==> src/hw/rtl/nshp_pkg.sv <==
// Shared constants, command codes and controller/datapath interface types.
package nshp_pkg;

    localparam int MAX_SITES  = 64;
    localparam int SITE_AW    = 6;
    localparam int COORD_W    = 24;
    localparam int BOX_W      = 23;
    localparam int ACT_W      = 7;
    localparam int PERIOD_W   = 16;
    localparam int COUNT_W    = 32;
    localparam int CMD_W      = 2;
    localparam int CFG_IDX_W  = 3;
    localparam int CFG_DATA_W = 23;
    localparam int IN_DATA_W  = 224;
    localparam int OUT_DATA_W = 112;
    localparam int NUM_LANES  = 6;
    localparam int MAG_W      = 25;
    localparam int SQ_W       = 2 * MAG_W;
    localparam int DIST_W     = SQ_W + 2;
    localparam int BSQ_W      = 2 * BOX_W;

    localparam logic [2:0] BOUND_FACTOR = 3'd5;

    localparam logic [CFG_IDX_W-1:0] REG_BOX_X        = 3'd0;
    localparam logic [CFG_IDX_W-1:0] REG_BOX_Y        = 3'd1;
    localparam logic [CFG_IDX_W-1:0] REG_BOX_Z        = 3'd2;
    localparam logic [CFG_IDX_W-1:0] REG_ACTIVE_SITES = 3'd3;
    localparam logic [CFG_IDX_W-1:0] REG_SAMPLE_EVERY = 3'd4;

    typedef enum logic [CMD_W-1:0]
    {
        CMD_LOAD   = 2'd0,
        CMD_SAMPLE = 2'd1,
        CMD_READ   = 2'd2
    } cmd_t;

    typedef struct packed
    {
        logic               accept;
        logic               scan_issue;
        logic [SITE_AW-1:0] scan_index;
        logic               hist_rd_bin;
        logic               hist_rd_win;
        logic               hist_wr;
        logic               emit;
    } dp_cmd_t;

    typedef struct packed
    {
        logic             sample_due;
        logic             pipe_busy;
        logic [ACT_W-1:0] scan_count;
    } dp_stat_t;

endpackage

==> src/hw/rtl/nshp_ctrl.sv <==
// Controller state machine: sequences load, read and sample-scan commands.
module nshp_ctrl
(
    input  logic                      clk,
    input  logic                      rst_n,
    input  logic                      in_valid,
    input  logic [nshp_pkg::CMD_W-1:0] in_cmd,
    output logic                      in_ready,
    output logic                      out_valid,
    input  logic                      out_ready,
    input  nshp_pkg::dp_stat_t        stat,
    output nshp_pkg::dp_cmd_t         cmd
);
    import nshp_pkg::*;

    typedef enum logic [2:0]
    {
        S_IDLE,
        S_READ,
        S_SCAN,
        S_DRAIN,
        S_WIN_RD,
        S_WIN_WR,
        S_EMIT
    } state_t;

    state_t           state_reg;
    logic [ACT_W-1:0] scan_cnt_reg;
    logic             out_valid_reg;
    logic             accept;
    logic             out_free;
    logic             scan_last;

    assign accept    = in_valid && (state_reg == S_IDLE);
    assign out_free  = !out_valid_reg || out_ready;
    assign scan_last = (scan_cnt_reg == (stat.scan_count - ACT_W'(1)));
    assign in_ready  = (state_reg == S_IDLE);
    assign out_valid = out_valid_reg;

    always_comb
    begin
        cmd             = '0;
        cmd.accept      = accept;
        cmd.scan_issue  = (state_reg == S_SCAN);
        cmd.scan_index  = scan_cnt_reg[SITE_AW-1:0];
        cmd.hist_rd_bin = (state_reg == S_READ);
        cmd.hist_rd_win = (state_reg == S_WIN_RD);
        cmd.hist_wr     = (state_reg == S_WIN_WR);
        cmd.emit        = (state_reg == S_EMIT) && out_free;
    end

    always_ff @(posedge clk or negedge rst_n)
    begin
        if (!rst_n)
        begin
            state_reg     <= S_IDLE;
            scan_cnt_reg  <= '0;
            out_valid_reg <= 1'b0;
        end
        else
        begin
            if (cmd.emit)
            begin
                out_valid_reg <= 1'b1;
            end
            else if (out_ready)
            begin
                out_valid_reg <= 1'b0;
            end

            unique case (state_reg)
                S_IDLE:
                begin
                    if (accept)
                    begin
                        scan_cnt_reg <= '0;
                        unique case (in_cmd)
                            CMD_SAMPLE: state_reg <= stat.sample_due ? S_SCAN : S_EMIT;
                            CMD_READ:   state_reg <= S_READ;
                            default:    state_reg <= S_EMIT;
                        endcase
                    end
                end
                S_READ:
                begin
                    state_reg <= S_EMIT;
                end
                S_SCAN:
                begin
                    scan_cnt_reg <= scan_cnt_reg + ACT_W'(1);
                    if (scan_last)
                    begin
                        state_reg <= S_DRAIN;
                    end
                end
                S_DRAIN:
                begin
                    if (!stat.pipe_busy)
                    begin
                        state_reg <= S_WIN_RD;
                    end
                end
                S_WIN_RD:
                begin
                    state_reg <= S_WIN_WR;
                end
                S_WIN_WR:
                begin
                    state_reg <= S_EMIT;
                end
                S_EMIT:
                begin
                    if (out_free)
                    begin
                        state_reg <= S_IDLE;
                    end
                end
                default:
                begin
                    state_reg <= S_IDLE;
                end
            endcase
        end
    end

endmodule

==> config.mk <==
export PLATFORM = sky130hd
export DESIGN_NAME = nshp_ctrl
export DESIGN_NICKNAME = d
export VERILOG_FILES = /design/src/hw/rtl/nshp_pkg.sv /design/src/hw/rtl/nshp_ctrl.sv
export SDC_FILE = /design/constraint.sdc
export NUM_CORES = 1
export LEC_CHECK = 0
export ABC_AREA = 0
export BUFFER_PORTS_ARGS = -buffer_cell sky130_fd_sc_hd__buf_4
export CORE_AREA = 2 2 48 50
export DETAILED_ROUTE_END_ITERATION = 8
export DIE_AREA = 0 0 50 52
export PLACE_DENSITY = 0.75
export SYNTH_ARGS = -nofsm -noshare
export SYNTH_HDL_FRONTEND = slang
export SYNTH_SLANG_ARGS = --single-unit
==> constraint.sdc <==
create_clock -name clk -period 1.7 [get_ports clk]
set_input_delay 0.085 -clock clk [delete_from_list [all_inputs] [get_ports clk]]
set_output_delay 0.085 -clock clk [all_outputs]
set_load 0.02 [all_outputs]
==> impl_metrics.py <==
metrics = {
    "status": {
        "status": "complete, no violations",
    },
    "floorplan": {
        "die_y_um": 52,
        "rows": 17,
        "core-area_um2": 2110,
        "start_util_pct": 43.3,
        "die-area_um2": 2600,
        "fp.dieW_um": 50,
        "pin_count": 29,
    },
    "clocking": {
        "ctsHtreeMaxLevel": 1,
        "clk_path_buf_depth": 2,
        "cts_root_buf": "clkbuf_4",
        "clock_sinks": 11,
        "path_clk_slew_ns": 0.07,
        "insertion_delay_ns": 0.26,
        "numCtsBuffers": 3,
        "cts_tree": "done",
    },
    "routing": {
        "post_drt_via_cell_ratio": 5.22,
        "avgRoutedWirePerCell_um": 12.0,
        "wirelength_met1_um": 917,
        "routed-via-count": 883,
        "met2_length_um": 1010,
        "drc": 0,
        "drt_pre_antenna_iters": 4,
        "dr.max_layer_used": "met4",
        "dr_wl_met3_um": 79,
        "drt_wl_total_um": 2020,
        "drtIter0Drc": 16,
        "ant_nets": 0,
    },
    "timing": {
        "fmax_ghz": 0.636,
        "worst_pin_slew_ns": 0.392,
        "relSlewSlack_pct": 73.6,
        "setup_violations": 0,
        "period_share_pct": 92.5,
        "skew_ns": 0.00263,
        "min_period_ns": 1.57,
        "maxSlewViolCount": 0,
        "rsz0062_at_grt": "false",
        "hold_violations": 0,
    },
    "place": {
        "io_buffers": 28,
        "dpl.cell_count": 164,
        "dp_hpwl_um": 1570,
        "place_congestion": 0.803,
    },
    "worst_setup_path": {
        "reg2regPathDepth": 6,
        "r2r_end": "state_reg[0]",
        "critical_path.max_fanout": 3,
        "cpPeakStageDelay_ns": 0.39,
        "crit_path_start_kind": "flip-flop",
        "crit_chain": "buf_4, xor2_2, a211oi_1, a311o_1, a221oi_2, nor3_1",
        "crit_slowest_cell": "dfrtp_1",
        "reg2reg_from": "scan_cnt_reg[6]",
        "crit_arrival_ns": 1.72,
        "cp.required_ns": 1.85,
        "reg2reg_slack_ns": 0.13,
        "worst_setup_path_end_kind": "flip-flop",
        "criticalPathCategory": "flip-flop to flip-flop",
    },
    "hold_path": {
        "hold_path_class": "input pin to flip-flop",
        "worstHoldEndpoint": "out_valid",
        "worstHoldPathCells": 3,
        "hp-start": "out_ready",
    },
    "layout": {
        "layout.nets": 159,
        "syn_to_final_growth_pct": 31.3,
        "drive_gt1_share_pct": 31.2,
        "largest_reg_flops": 7,
        "fin_cells": 169,
        "nFillCells": 190,
        "n_antenna_cell": 0,
    },
    "logic_synthesis": {
        "yosysSeqAreaShare_pct": 30.2,
        "synth_top_area_share_pct": 30.2,
        "ys_ff_latch": 11,
        "async_flop_share_pct": 100,
        "syn-num-nets": 129,
        "synth_edf_count": 0,
        "yosys.area.top_type": "dfrtp_1",
        "netlist_area_um2": 911,
        "synthDistinctLibCells": 34,
        "syn_inst": 112,
        "ys_top_cells_by_area": "dfrtp_1, xnor2_1, buf_4, nand2_1, nor3_1",
        "synth.avg_cell_area_um2": 8.13,
        "yosysWarnings": 0,
        "yosys_most_used_dff": "dfrtp_1",
    },
    "pwr": {
        "p_total_uw": 1690,
        "vdd_drop_max_v": 0.000615,
        "power.density_nw_per_um2": 1410,
        "p_leak_uw": 0.000583,
    },
    "grt": {
        "track_usage_pct": 16.7,
        "gr-total-overflow": 0,
        "grt_pass1_vias": 814,
        "grt_max_degree": 14,
        "antenna_found_initial": 0,
        "grt_pass1_wl_um": 3370,
    },
    "flow_run": {
        "drv_cap": 0,
    },
}
==> timing repair <==
item / in CTS / in global routing
pin swaps: 0 / 3
hold buffers: 1 / 0
gates cloned: 0 / 0
setup buffers: 0 / 0
resized for setup: 1 / 2
hold endpoints to repair: 11 / 0
endpoints found under the setup margin: 1 / 2
==> power breakdown <==
part | switching (µW) | internal, µW | total, µW
registers | 104 | 354 | 458
logic | 580 | 472 | 1050
clock network | 86.0 | 90.6 | 177
total | 770 | 917 | 1690
==> worst max-delay path: cells and delay by family, from the launching register on <==
| family | cells | cell delay [ns] |
|---|---|---|
| AOI/OAI and AO/OA | 3 | 0.65 |
| DFF | 1 | 0.39 |
| and+or+nand+nor | 1 | 0.08 |
| buffers and inverters | 1 | 0.15 |
| xor gates and xnor gates | 1 | 0.18 |
==> cells in the mapped netlist (all sizes together) (2+ instances only) <==
library cell  number
nand2             12
dfrtp             11
buf                9
xnor2              9
nor3               8
inv                7
nor2               7
o21ai              6
a21oi              4
nand3              4
clkbuf             3
nor2b              3
nor3b              3
a211oi             2
a31oi              2
and3               2
ha                 2
mux2i              2
nand2b             2
xor2               2
==> cells in the final DEF, fill, tap and decap left out, drive strengths merged, types with 4 or more instances in the layout <==
cell type	instances
dfrtp	11
nor2	7
buf	36
o21ai	6
nand2	12
clkbuf	4
inv	7
nand3	4
xnor2	9
a21oi	4
nor3	8
==> layer usage <==
layer,up-vias,GRT usage (%)
met5,-,0
met4,0,3.70
met3,2,3.45
met2,21,29.6
met1,421,20.7
li1,439,-
==> per-stage QoR <==
step	cell area (µm²)	setup TNS, ns	setup WS, ns	utilization, %	hold WS (ns)
2_1_floorplan	911	0	0.0730	-	-0.211
3_3_place_gp	1140	-0.00107	-0.00107	54.2	-0.0751
3_5_place_dp	1140	-0.0486	-0.0486	54.2	-0.0728
4_1_cts	1180	0	0.0298	56.1	0.134
5_1_grt	1200	0	0.0399	56.8	0.198
6_report	1200	0	0.128	56.8	0.159
==> worst max-delay path by stage <==
stage,startpoint,endpoint,slack (ns),cells past startpoint
after floorplan,scan_cnt_reg[6],state_reg[0],0.07,5
after global placement,stat[0],state_reg[0],-0.001,8
after detailed placement,stat[0],state_reg[0],-0.05,8
after CTS,scan_cnt_reg[6],state_reg[0],0.03,5
after global routing,scan_cnt_reg[6],state_reg[0],0.04,6
final,scan_cnt_reg[6],state_reg[0],0.13,6
==> logic make-up (layout without fill, tap and decap cells) <==
logic type / count (synthesis) / in the layout / share of synthesized area, %
xor+xnor: 12 / 12 / 13.1
flops: 11 / 11 / 30.2
buf+inv: 19 / 48 / 11.0
fa+ha+maj: 2 / 2 / 2.75
mux: 2 / 2 / 2.20
compound gates: 20 / 20 / 14.6
simple gates: 46 / 46 / 26.2
==> final cells by class <==
cell class	count	area [µm²]	share of cell area, %
well taps	28	35.0	2.93
multi-input cells	82	553	46.2
repair buffers	37	280	23.4
flip-flops and latches	11	275	23.0
inverters	7	26.3	2.20
clock buffers	4	26.3	2.20
Power figures use the tool's default switching activity.
